`src/rtl/ecurve_pkg.sv`:
```
package ecurve_pkg;

   localparam int FRAC_BITS  = 16;
   localparam int VALUE_BITS = 32;
   localparam int LANES      = 2;

   localparam logic [3:0] OP_LINEAR      = 4'd0;
   localparam logic [3:0] OP_QUAD_IN     = 4'd1;
   localparam logic [3:0] OP_QUAD_OUT    = 4'd2;
   localparam logic [3:0] OP_QUAD_INOUT  = 4'd3;
   localparam logic [3:0] OP_CUBIC_IN    = 4'd4;
   localparam logic [3:0] OP_CUBIC_OUT   = 4'd5;
   localparam logic [3:0] OP_CUBIC_INOUT = 4'd6;
   localparam logic [3:0] OP_CIRC_IN     = 4'd7;
   localparam logic [3:0] OP_CIRC_OUT    = 4'd8;
   localparam logic [3:0] OP_CIRC_INOUT  = 4'd9;
   localparam logic [3:0] OP_EXP_IN      = 4'd10;
   localparam logic [3:0] OP_EXP_OUT     = 4'd11;
   localparam logic [3:0] OP_EXP_INOUT   = 4'd12;

   typedef enum logic [2:0] {
      CLS_NONE,
      CLS_LIN,
      CLS_QUAD,
      CLS_CUBIC,
      CLS_CIRC,
      CLS_EXP
   } cls_type;

   // rounded square root, digit by digit; elaboration use only
   function automatic logic [63:0] root_rnd(input logic [63:0] x_in);
      logic [63:0] x;
      logic [63:0] r;
      logic [63:0] b;
      x = x_in;
      r = '0;
      b = 64'd1 << 62;
      for (int i = 0; i < 32; i++) begin
         if (x >= r + b) begin
            x = x - (r + b);
            r = (r >> 1) + b;
         end else begin
            r = r >> 1;
         end
         b = b >> 2;
      end
      if (x > r) r = r + 64'd1;
      return r;
   endfunction

   // 2^(-2^-k) in Q1.30
   function automatic logic [30:0] pow_tab(input int k);
      logic [63:0] t;
      t = 64'd1 << 29;
      for (int i = 1; i <= k; i++) t = root_rnd(t << 30);
      return t[30:0];
   endfunction

endpackage

```
`src/rtl/ecurve_merge.sv`:
```
module ecurve_merge #(
   parameter int VALUE_BITS = ecurve_pkg::VALUE_BITS
) (
   input  logic                                           clock,
   input  logic                                           reset,
   input  logic                                           pipe_valid,
   input  logic [ecurve_pkg::LANES-1:0][VALUE_BITS-1:0]   lane_val,
   input  logic [ecurve_pkg::LANES-1:0]                   lane_sat,
   input  logic                                           out_ready,
   output logic                                           out_valid,
   output logic [ecurve_pkg::LANES-1:0][VALUE_BITS-1:0]   out_val,
   output logic                                           out_sat,
   output logic                                           hold
);
   typedef struct packed {
      logic [ecurve_pkg::LANES-1:0][VALUE_BITS-1:0] val;
      logic                                         sat;
   } item_type;

   item_type out_ff, out_in, skid_ff, skid_in, fresh;
   logic     out_vld_ff, out_vld_in, skid_vld_ff, skid_vld_in;
   logic     take;

   assign fresh.val = lane_val;
   assign fresh.sat = |lane_sat;
   assign take      = out_vld_ff & out_ready;

   always_comb begin
      out_in      = out_ff;
      skid_in     = skid_ff;
      out_vld_in  = out_vld_ff;
      skid_vld_in = skid_vld_ff;
      if (skid_vld_ff) begin
         // pipeline is held; drain the skid item first
         if (take) begin
            out_in      = skid_ff;
            skid_vld_in = 1'b0;
         end
      end else if (!out_vld_ff || take) begin
         out_in     = fresh;
         out_vld_in = pipe_valid;
      end else if (pipe_valid) begin
         skid_in     = fresh;
         skid_vld_in = 1'b1;
      end
   end

   always_ff @(posedge clock) begin
      if (reset) begin
         out_vld_ff  <= 1'b0;
         skid_vld_ff <= 1'b0;
      end else begin
         out_vld_ff  <= out_vld_in;
         skid_vld_ff <= skid_vld_in;
      end
      out_ff  <= out_in;
      skid_ff <= skid_in;
   end

   assign out_valid = out_vld_ff;
   assign out_val   = out_ff.val;
   assign out_sat   = out_ff.sat;
   assign hold      = skid_vld_ff;

endmodule

```
`config.mk`:
```
export PLATFORM = sky130hd
export DESIGN_NAME = ecurve_merge
export DESIGN_NICKNAME = d
export VERILOG_FILES = /design/src/rtl/ecurve_pkg.sv /design/src/rtl/ecurve_merge.sv
export SDC_FILE = /design/constraint.sdc
export NUM_CORES = 1
export LEC_CHECK = 0
export BUFFER_PORTS_ARGS = -buffer_cell sky130_fd_sc_hd__clkbuf_2
export CORE_ASPECT_RATIO = 1.5
export CORE_MARGIN = 4
export CORE_UTILIZATION = 30
export CTS_CLUSTER_DIAMETER = 100
export DETAILED_ROUTE_END_ITERATION = 16
export GPL_TIMING_DRIVEN = 0
export SYNTH_ARGS = -nofsm -noshare
export SYNTH_HDL_FRONTEND = slang
export SYNTH_SLANG_ARGS = --single-unit
```
`constraint.sdc`:
```
create_clock -name clock -period 17.61 [get_ports clock]
set_clock_uncertainty 0.05 [all_clocks]
set_input_delay 0.8805 -clock clock [delete_from_list [all_inputs] [get_ports clock]]
set_output_delay 0.8805 -clock clock [all_outputs]
set_load 0.005 [all_outputs]
```
---- Word level (Yosys, flattened, before mapping) ----
Cells that the tools add are included.
storage, ports and cells
  register bits ........................... 132
  bits in latches ......................... 0
  bits in writable memories ............... 0
  ROM bits ................................ 0
  bits of input ports ..................... 70
  output and inout bits ................... 67
  memories ................................ 0
cells by class
  add/subtract/negate cells ............... 0
  multiply operators ...................... 0
  divide/modulo/power cells ............... 0
  magnitude comparators ................... 0
  eq/ne operators ......................... 1
  shifts and indexed selects .............. 0
  multiplexer cells ....................... 7
  bitwise operators ....................... 3
  reduce and logical (&&, ||, !) cells .... 7
operators with widths
  operator            number
  $mux 65             3
  $mux 1              4
  $reduce_and 2->1    2
  $reduce_and 3->1    1
  $ne 2x1->1 const B  1
  $not 1->1           2
  $reduce_bool 2->1   1
  $reduce_or 2->1     1
  $and 1x1->1         1
  $logic_not 1->1     1
  $logic_or 1x1->1    1

---- Longest topological paths before layout ----
  depth in word-level cells ............... 4
  mapped depth ............................ 4
  gate-level depth less buffers ........... 2

---- Least setup slack after synthesis ----
No wires, ideal clock.
  path type ............................... register to register
  from .................................... register skid_vld_ff (netlist: hold)
  to ...................................... register out_ff (netlist bit out_sat) (enable)
  arrival ................................. 5.200 ns
  slack ................................... 11.782 ns
  cell stages (with the launch flop) ...... 4
  buffers on the path ..................... 2
  period minus slack after synthesis ...... 5.828 ns
  path through ............................ dfxtp_1 buf_6 buf_12 o21ai_0
on the way
  longest elaborated chain between the ends .. 2
RTL lines
  item                                                       RTL line            text
  from (decl)                                                ecurve_merge.sv:21  logic out_vld_ff, out_vld_in, skid_vld_ff, skid_vld_in;
  from (signal assigned)                                     ecurve_merge.sv:54  skid_vld_ff <= skid_vld_in;
  $ne 2x1->1 (no line) or $reduce_bool 2->1 (tied branches)  -
  $reduce_and 2->1 (no line) (*)                             -
  to (signal assigned)                                       ecurve_merge.sv:56  out_ff <= out_in;
  to (decl)                                                  ecurve_merge.sv:20  item_type out_ff, out_in, skid_ff, skid_in, fresh;
Every way passes the cells marked *; elsewhere a longest branch is shown, timed or not.
A chain may end at the register's enable or synchronous reset.

---- Worst setup path in the final report ----
  from .................................... register skid_vld_ff (netlist: hold)
  to ...................................... register out_ff (netlist bit out_val[34]) (enable)
The elaborated chain is that of the path after synthesis.

==> summary.txt <==
STA
  • Worst Tran Pin Value: between 0.8 and 0.9 ns
  • Setup TNS Final: 0 ns
  • Hold Vio Cnt, Final: 0
  • Final setup viols: 0
  • Setup WS post-layout: between 15 and 20 ns
  • Slew margin rel.: a little under half
  • RSZ-0062 raised after global routing: false
  • Achievable frequency: 475 MHz
  • Final Max Tran Viols: 0
  • Tmin final: 2.11 ns
  • Final worst-path cycle share: about an eighth

Yosys
  • Yosys cell types: 15
  • Syn_area_per_cell: approximately 24 µm²
  • Cell area after synthesis: 5140 µm²
  • Seq/Total Area, Yosys: ~77%
  • Number of synthesized register bits: 132
  • Warnings from Yosys: 0
  • Post-synthesis cell count: between 200 and 250
  • Syn_nets: roughly 290

Global routing
  • First-pass GRT wire length: about 15,000 µm
  • Largest net degree at the start of global routing: 44
  • Tot GR Track Use: between 10 and 15%
  • Antenna violations before repair: 0
  • Gr ovfl total: 0
  • Vias in the first global route: 2,768

Critical path
  • Worst r2r src: hold
  • WP data arrival: ~2.2 ns
  • Max FO, Critical Path: 24
  • CP endpoint kind: flop
  • CP required: roughly 18 ns
  • CP dominant cell by count: buf_12
  • Worst path slowest cell: o21ai_4
  • Largest delay share family, worst path: buffers and inverters
  • Startpoint class of the critical path: flop
  • Critical path startpoint: hold
  • Cell-by-cell trace of the critical path: buf_6 -> buf_12 -> o21ai_4 -> buf_16 -> buf_12
  • CP max stage delay: ~0.62 ns
  • WS Path Type: flop to flop
  • Buf/Inv on CP: 4

Clocking
  • Cts bufs inserted: 17
  • Worst-path clk slew: 0.06 ns
  • Clock root buffer: clkbuf_16
  • CTS tree: yes
  • Clock sink count: about 130
  • Hold-fix buffers, CTS: 0
  • PostCTS Resize Cnt: 0
  • Setup bufs post-CTS: 0
  • Worst-skew pair later-pin latency: 0.40 ns
  • Clock Path Buffers: 2
  • H-tree Lvls: 4

Placed design
  • # port buffers: 136
  • Place WS: 15.28 ns
  • DP Wirelength: slightly below 7000 µm
  • RD Place Congestion: 0.690

Finish
  • Synth-to-Final Area Change: 32.2%
  • Number of diodes: 0
  • Final Net Count: roughly 440
  • Commonest non-fill, non-tap cell in the layout: clkbuf_2
  • Commonest cells after routing, fill and taps aside: clkbuf_2, edfxtp_1, mux2_4, clkbuf_16, buf_12
  • Layout cells sized above 1: 64.2%

Hold path
  • Worst hold path type: flop to flop
  • Hold Startpoint: skid_ff[54]

Die
  • Die ar.: a little under 20,000 µm²
  • Core Rows: 58
  • Core Box Area: between 15,000 and 20,000 µm²
  • Ports: roughly 140
  • Chip Height: 168 µm
  • Die Wd: 115 µm
  • Initial Utilization: a little under a third

Power
  • Worst vdd ir: 0.0545 mV
  • Leakage: 0.00271 µW
  • Power Dens Cells: around 120 nW/µm²

Status
  • Status: finished, final reports clean

Job
  • Max-cap viol count: 0

Detailed routing
  • Via/cell ratio: about 4.2
  • Vias: roughly 2,500
  • # DRC: 0
  • Initial DRT Pass Iterations: 4
  • WL/cell: between 15 and 20 µm
  • Initial drt markers: 90
  • Final ANT Viol Nets: 0
  • Total Wirelength: roughly 9500 µm
[worst register-to-register path: stages (launching register included)]
cell,delay (ns)
dfxtp_1,0.33
buf_6,0.17
buf_12,0.16
o21ai_4,0.62
buf_16,0.26
buf_12,0.20
[power breakdown]
| group | total, µW | internal [µW] | switching [µW] |
|---|---|---|---|
| clock | 367 | 228 | 140 |
| sequential | 381 | 375 | 6.67 |
| combinational | 78.2 | 43.4 | 34.8 |
| total | 827 | 646 | 181 |
[cells by family (layout without fill, tap and decap cells)]
kind of cell,Yosys count,after routing,share of synthesized area [%]
and+or+nand+nor,5,5,0.682
AOI/OAI and AO/OA,4,4,0.584
muxes,65,65,19.0
DFF,132,132,76.7
buffers and inverters,9,180,3.02
[metrics by stage]
stage               hold WS, ns  area, µm²  power [µW]  std cells  utilization, %
finish                    0.495       6790         827        596            40.4
global route              0.503       6790         864        596            40.4
CTS                       0.498       6790         842        596            40.4
detailed placement        0.484       6170         469        564            36.7
global placement          0.482       6080         467        561            36.1
floorplan                 0.477       5140         429        215               -
[synthesized netlist by cell type]
master	instances	area, µm²
o21ai_0	1	5.00
dfxtp_1	2	40.0
and4bb_2	1	12.5
nor2b_1	1	6.26
nand2b_1	1	6.26
edfxtp_1	130	3900
or2_2	1	6.26
a21oi_2	1	8.76
a211oi_1	1	7.51
mux2_4	65	976
o32ai_1	1	8.76
inv_1	1	3.75
buf_6	1	11.3
buf_12	7	140
nand2_1	1	3.75
[final timing paths]
| check | endpoint | slack [ns] | cells after the start |
|---|---|---|---|
| min reg2reg | out_val[53] | 0.49 | 1 |
| max | out_val[34] | 15.50 | 5 |
| max reg2reg | out_val[34] | 15.50 | 5 |
| min | out_val[53] | 0.49 | 1 |
[cell type report]
cell class,instances,area (µm²)
flip-flops and latches,132,3940
inverters,1,3.75
fillers,1559,10000
plain buffers,8,151
repair buffers,139,756
clock inverters,15,195
well taps,210,263
multi-input cells,74,1060
clock buffers,17,425
[layer usage]
layer / part of all wire, % / wire [µm] / track usage [%] / up-vias
li1: - / - / - / 1175
met1: 39 / 3740 / 11.5 / 1234
met2: 52 / 4920 / 16.5 / 82
met3: 8.3 / 788 / 4.82 / 5
met4: 0.88 / 84 / 3.52 / 0
met5: 0 / 0 / 0 / -
[sequential cells by signal, indices dropped and copies added, names as in the netlist]
| name | flops |
|---|---|
| skid_ff | 65 |
| out_val | 64 |
| hold | 1 |
| out_sat | 1 |
| out_valid | 1 |
(Power assumes the default switching activity.)
