<file path="src/rtl/ecurve_pkg.sv">
package ecurve_pkg;

   localparam int FRAC_BITS  = 16;
   localparam int VALUE_BITS = 32;
   localparam int LANES      = 2;

   localparam logic [3:0] OP_LINEAR      = 4'd0;
   localparam logic [3:0] OP_QUAD_IN     = 4'd1;
   localparam logic [3:0] OP_QUAD_OUT    = 4'd2;
   localparam logic [3:0] OP_QUAD_INOUT  = 4'd3;
   localparam logic [3:0] OP_CUBIC_IN    = 4'd4;
   localparam logic [3:0] OP_CUBIC_OUT   = 4'd5;
   localparam logic [3:0] OP_CUBIC_INOUT = 4'd6;
   localparam logic [3:0] OP_CIRC_IN     = 4'd7;
   localparam logic [3:0] OP_CIRC_OUT    = 4'd8;
   localparam logic [3:0] OP_CIRC_INOUT  = 4'd9;
   localparam logic [3:0] OP_EXP_IN      = 4'd10;
   localparam logic [3:0] OP_EXP_OUT     = 4'd11;
   localparam logic [3:0] OP_EXP_INOUT   = 4'd12;

   typedef enum logic [2:0] {
      CLS_NONE,
      CLS_LIN,
      CLS_QUAD,
      CLS_CUBIC,
      CLS_CIRC,
      CLS_EXP
   } cls_type;

   // rounded square root, digit by digit; elaboration use only
   function automatic logic [63:0] root_rnd(input logic [63:0] x_in);
      logic [63:0] x;
      logic [63:0] r;
      logic [63:0] b;
      x = x_in;
      r = '0;
      b = 64'd1 << 62;
      for (int i = 0; i < 32; i++) begin
         if (x >= r + b) begin
            x = x - (r + b);
            r = (r >> 1) + b;
         end else begin
            r = r >> 1;
         end
         b = b >> 2;
      end
      if (x > r) r = r + 64'd1;
      return r;
   endfunction

   // 2^(-2^-k) in Q1.30
   function automatic logic [30:0] pow_tab(input int k);
      logic [63:0] t;
      t = 64'd1 << 29;
      for (int i = 1; i <= k; i++) t = root_rnd(t << 30);
      return t[30:0];
   endfunction

endpackage

</file>
<file path="src/rtl/ecurve_lane.sv">
module ecurve_lane #(
   parameter int FRAC_BITS  = ecurve_pkg::FRAC_BITS,
   parameter int VALUE_BITS = ecurve_pkg::VALUE_BITS
) (
   input  logic                         clock,
   input  logic                         en,
   input  logic signed [VALUE_BITS-1:0] start_v,
   input  logic signed [VALUE_BITS-1:0] end_v,
   input  logic [FRAC_BITS:0]           weight,
   output logic signed [VALUE_BITS-1:0] result,
   output logic                         sat
);
   localparam int F   = FRAC_BITS;
   localparam int VB  = VALUE_BITS;
   localparam int DLY = F + 5;
   localparam logic signed [VB-1:0] VMAX = {1'b0, {(VB-1){1'b1}}};
   localparam logic signed [VB-1:0] VMIN = {1'b1, {(VB-1){1'b0}}};

   typedef struct packed {
      logic [VB-1:0] s;
      logic [VB:0]   mag;
      logic          neg;
   } line_type;

   line_type      line_ff [0:DLY-1];
   line_type      line_in;
   line_type      scl_ff;
   line_type      scl_in;
   logic [VB-1:0] res_ff;
   logic [VB-1:0] res_in;
   logic          sat_ff;
   logic          sat_in;

   always_comb begin
      logic [VB:0] d;
      d           = {end_v[VB-1], end_v} - {start_v[VB-1], start_v};
      line_in.s   = start_v;
      line_in.neg = d[VB];
      line_in.mag = d[VB] ? -d : d;
   end

   // mag becomes |d| * w, rounded half up
   always_comb begin
      logic [VB+F+1:0] prod;
      logic [VB+F+1:0] sc;
      prod       = (VB+F+2)'(line_ff[DLY-1].mag) * (VB+F+2)'(weight);
      sc         = (prod + ((VB+F+2)'(1) << (F - 1))) >> F;
      scl_in     = line_ff[DLY-1];
      scl_in.mag = sc[VB:0];
   end

   always_comb begin
      logic signed [VB+1:0] se;
      logic signed [VB+1:0] pe;
      logic signed [VB+1:0] sum;
      se  = {{2{scl_ff.s[VB-1]}}, scl_ff.s};
      pe  = {1'b0, scl_ff.mag};
      sum = scl_ff.neg ? se - pe : se + pe;
      sat_in = !(sum[VB+1:VB-1] == 3'b000 || sum[VB+1:VB-1] == 3'b111);
      if (sat_in) res_in = sum[VB+1] ? VMIN : VMAX;
      else        res_in = sum[VB-1:0];
   end

   always_ff @(posedge clock) begin
      if (en) begin
         line_ff[0] <= line_in;
         for (int k = 1; k < DLY; k++) line_ff[k] <= line_ff[k-1];
         scl_ff <= scl_in;
         res_ff <= res_in;
         sat_ff <= sat_in;
      end
   end

   assign result = res_ff;
   assign sat    = sat_ff;

endmodule

</file>
<file path="config.mk">
export PLATFORM = sky130hd
export DESIGN_NAME = ecurve_lane
export DESIGN_NICKNAME = d
export VERILOG_FILES = /design/src/rtl/ecurve_pkg.sv /design/src/rtl/ecurve_lane.sv
export SDC_FILE = /design/constraint.sdc
export NUM_CORES = 2
export LEC_CHECK = 0
export ABC_AREA = 1
export BUFFER_PORTS_ARGS = -buffer_cell sky130_fd_sc_hd__clkbuf_2
export CORE_MARGIN = 3
export CORE_UTILIZATION = 57
export DETAILED_ROUTE_END_ITERATION = 6
export GPL_TIMING_DRIVEN = 0
export PLACE_DENSITY_LB_ADDON = 0.08
export SETUP_SLACK_MARGIN = 0.1
export SLEW_MARGIN = 5
export SYNTH_ARGS = -nofsm -noshare
export SYNTH_HDL_FRONTEND = slang
export SYNTH_SLANG_ARGS = --single-unit
</file>
<file path="constraint.sdc">
create_clock -name clock -period 5.84 [get_ports clock]
set_input_delay 0.584 -clock clock [delete_from_list [all_inputs] [get_ports clock]]
set_output_delay 0.584 -clock clock [all_outputs]
set_load 0.005 [all_outputs]
</file>
==> Yosys cells after proc, flatten, opt, wreduce, memory -nomap -nowiden <==
Memories as Yosys holds them, arrays and structs flattened.
Cells that the tools add are included.
{ "op_classes": {"addsub": 5, "n_mul": 1, "n_eq_ne": 1, "mux": 6, "n_reduce_logical": 3} }
{ "ops": {"columns": ["operator", "n"], "rows": [
  ["two-way mux 32 bit", 2],
  ["adder 49 x 16 -> 49 bit (second input constant)", 1],
  ["multiplier 33 x 17 -> 49 bit", 1],
  ["adder 32 x 34 -> 34 bit", 1],
  ["two-way mux 34 bit", 1],
  ["subtractor 32 x 34 -> 34 bit", 1],
  ["two-way mux 33 bit", 1],
  ["negation 33 bit", 1],
  ["subtractor 32 x 32 -> 33 bit", 1],
  ["== test 3 bit (second input constant)", 1],
  ["logical NOT 3 bit", 1],
  ["two-way mux 1 bit", 2],
  ["logical NOT 1 bit", 1],
  ["logical OR 1 bit", 1]
]} }
{ "totals": {"register_bits": 99, "mem_bits_rw": 1386, "inputBits": 83, "out_inout_bits": 33, "word_cells": 22, "mem_count": 1} }
{ "memory_table": {"columns": ["memory", "depth", "word_bits", "read_ports", "rd_clocked_by_memory_dff", "wr", "line", "text"], "rows": [
  ["line_ff", 21, 66, 21, 0, 21, "ecurve_lane.sv:25", "line_type line_ff [0:DLY-1];"]
]} }

==> Depth between registers and ports, before layout <==
{ "logic_depth": {"depth_word": 5, "depth_mapped": 31, "ltp_nobuf": 29} }

==> Worst setup path before layout <==
Ideal clock, no wire load.
{ "synth_timing": {"path_type": "input port to flip-flop", "startpoint": "input port weight[3]", "endpoint": "register scl_ff[26] in the netlist's numbering (data pin)", "setup_time_ns": 0.259, "t_arrival_ns": 5.716, "required_ns": 5.581, "setup_slack_ns": -0.135, "path_stages": 24, "path_buffers": 3, "path_cell_list": "clkbuf_1 > clkbuf_1 > nand2_1 > fa_1 > inv_1 > fa_1 > inv_1 > fa_1 > inv_1 > fa_1 > fa_1 > inv_1 > fa_1 > inv_1 > ha_1 > clkbuf_1 > nand2_1 > nor2_1 > inv_1 > nor3_1 > nand3_1 > nand3_1 > a21oi_1 > xnor2_1"} }
{ "synth_rtl": {"columns": ["item", "line", "text"], "rows": [
  ["from (decl)", "ecurve_lane.sv:9", "input logic [FRAC_BITS:0] weight,"],
  ["to (signal assigned)", "ecurve_lane.sv:68", "scl_ff <= scl_in;"],
  ["to (decl)", "ecurve_lane.sv:27", "line_type scl_ff;"]
]} }

==> metrics <==
status finished, violations left; failing checks setup timing; antenna violations before repair 3; Yosys Warn Count 0; commonest non-fill, non-tap cell in the layout edfxtp_1; RSZ-0062 raised after global routing yes; worst-path fanout max 5; post-placement cell count about 7.0k; post-synthesis average cell area roughly 13 sq um; synth unique cells 52; DRT antenna net count 0; Yosys top cell by area edfxtp_1; starting density of the core 57.8%; Die Span Y about 360 um; top cells by area, synth edfxtp_1 64%, fa_1 13%, nand2_1 6.1%; Hold WC Path Type in2reg; crit path DAT between 6000 and 7000 ps; Net count, final between 6k and 7k; most frequent CP cell fa_1; DRC viols 0; most frequent cells in the layout 1,485 x edfxtp_1, 1,101 x nand2_1, 1,008 x inv_1; fmax approximately 170 MHz; DRT Pass-1 Iters 6; largest net degree at the start of global routing 124; Max Cap Viol 0; Worst-path clk slew around 60 ps; Core ar. around 120,000 sq um; Max stage delay cell, worst path fa_2; Fin. Hold Viols 0; DP Wirelength 104,000 um; sequential area share after synthesis a little under two thirds; clock buffer depth 3; Sink Count between 1k and 1.5k; measured slew at the worst slew-check pin 1130 ps; # IOs 116; Clock Skews ~44 ps; global-route wire length before repair 223,000 um; CTS tree done; Die X-Extent about 360 um; final period utilization 103%; Post-Syn Area between 60,000 and 70,000 sq um; Seq cells post-synth about 1.5k; Worst Path Required between 6000 and 7000 ps; fillers between 8k and 9k; vias per cell roughly 5.1; Final Util between 60% and 70%; RePlAce Congestion between 1 and 1.5; final setup vio count 21; PortBufs 100; Tot GR Track Use 23.7%; Startpoint Class register; crit-path cells buf_6, buf_8, nand2_4, fa_2, fa_1, inv_2, fa_1, inv_2, fa_1, fa_2, fa_1, inv_2, ha_4, a21o_1, a31oi_1, inv_1, a21oi_2, o21ai_1, a21oi_2, o21ai_2, xor2_1; Detailed Route Iter0 Violations about 3.4k; DR vias 37.7k; Wirelength per Cell 19.9 um; site row count between 100 and 150; Area Overhead vs Synth 15.1%; Clk Latency, worst-skew pair 750 ps; TritonCTS Buffers roughly 140; Slew headroom between 20 and 25%; Post-Synthesis Cells between 5k and 6k; DIE AREA 127,000 sq um; max-slew violation count 0; Main synth FF type edfxtp_1; H-tree Lvls 4; EDFF count, synth between 1k and 1.5k; vias in the first global route between 30k and 40k; clock root buffer clkbuf_16; top-area cell type share of the netlist area between 60% and 70%; Crit Path Category reg2reg; fraction of layout cells with a size suffix above 1 ~15%; Post-Syn Nets a little over 6k; PnR worst setup slack -183 ps; fin crit period 6020 ps; GRT overflow 0; fin cells roughly 7.4k; Crit. End Element register; drt total wl ~150,000 um; Post-synth ARST share 0%; Slowest Stage Delay on Critical Path roughly 600 ps
## cell families after synthesis
family / Yosys count / synth area share [%]
compound gates: 259 / 2.16
xor+xnor: 117 / 1.48
fa+ha+maj: 676 / 17.1
buf+inv: 1207 / 6.57
flops: 1485 / 63.9
simple gates: 1531 / 8.83
## per-layer routing
metal | up-vias | track usage, % | routed length [um]
met5 | - | 0 | 11
met4 | 2 | 9.59 | 5860
met3 | 276 | 5.23 | 9920
met2 | 1095 | 38.4 | 70800
met1 | 18500 | 31.6 | 60400
li1 | 17800 | - | -
## timing repair
item                                    in CTS  in global routing
endpoints found under the setup margin      33                 33
endpoints found under the hold margin       17                  0
hold buffers                                17                  0
buffers inserted                            90                 48
pin swaps                                   78                130
cloned                                       2                  0
gates resized for setup                    288                253
## state kept, by name (all words and copies together) (netlist names)
name / flops
line_ff: 1386
result: 32
sat: 1
scl_ff: 66
## path summary, 6_finish.rpt
path / startpoint / to / slack (ps) / cells past startpoint
setup / recovery: line_ff[2][281] / scl_ff[28] / -180 / 21
hold / removal: start_v[21] / line_ff[0][55] / 60 / 1
setup reg to reg: line_ff[2][281] / scl_ff[28] / -180 / 21
hold reg to reg: line_ff[2][217] / line_ff[2][283] / 380 / 0
## synthesized netlist by cell type, types with 2 or more instances
master    instances
inv_2             3
and3_1            5
a211oi_1          2
nand3b_1         11
inv_1          1059
nor2_1          198
o311ai_0          2
xor2_1           84
buf_6             5
o21ai_0          57
and2_1            2
nor3_2            4
nand2_1        1137
a31oi_1          28
o21bai_1         11
clkbuf_1        134
nor4_1            7
nor2_4            2
nand4_1          23
a21oi_1         115
a21o_1           15
nor2_2            6
o31ai_1           3
a21boi_0          4
fa_1            465
edfxtp_1       1485
buf_4             3
o21ai_2           4
o21a_1            4
ha_1            211
o21ai_1           4
nand3_2           2
a221oi_1          2
nand3_1          97
nand2_2          18
nor3_1           16
xnor2_1          32
## per-stage QoR
| step | TNS, ps | hold WS (ps) | area (sq um) | worst slack (ps) |
|---|---|---|---|---|
| 2_1_floorplan | 0 | 400 | 69900 | 86.3 |
| 3_3_place_gp | - | 400 | 72500 | -20860 |
| 3_5_place_dp | -42500 | 405 | 72900 | -1850 |
| 4_1_cts | -2040 | 0.129 | 79200 | -187 |
| 5_1_grt | -4310 | 11.2 | 80400 | -305 |
| 6_report | -1820 | 62.3 | 80400 | -183 |
## worst max-delay path: cells and delay by family, from the launching register on
kind	cells	cell delay [ps]
xor gates and xnor gates	1	150
AOI/OAI and AO/OA	6	1090
buffers and inverters	6	650
adders and majority gates	7	3260
DFF	1	510
and+or+nand+nor	1	70
## cell type report
cell class / instances / area, sq um / area share [%]
clock buffer: 174 / 3690 / 4.60
multi-input combinational: 2583 / 22000 / 27.3
timing repair buffer: 267 / 2310 / 2.88
inverter: 1063 / 4000 / 4.98
antenna: 2 / 5.00 / 0.00622
buffer: 110 / 867 / 1.08
clock inverter: 77 / 930 / 1.16
sequential: 1485 / 44600 / 55.5
tap: 1612 / 2020 / 2.51
Power is not shown: default switching activity piles up to over one toggle a cycle in this logic, so the estimate is an artifact.
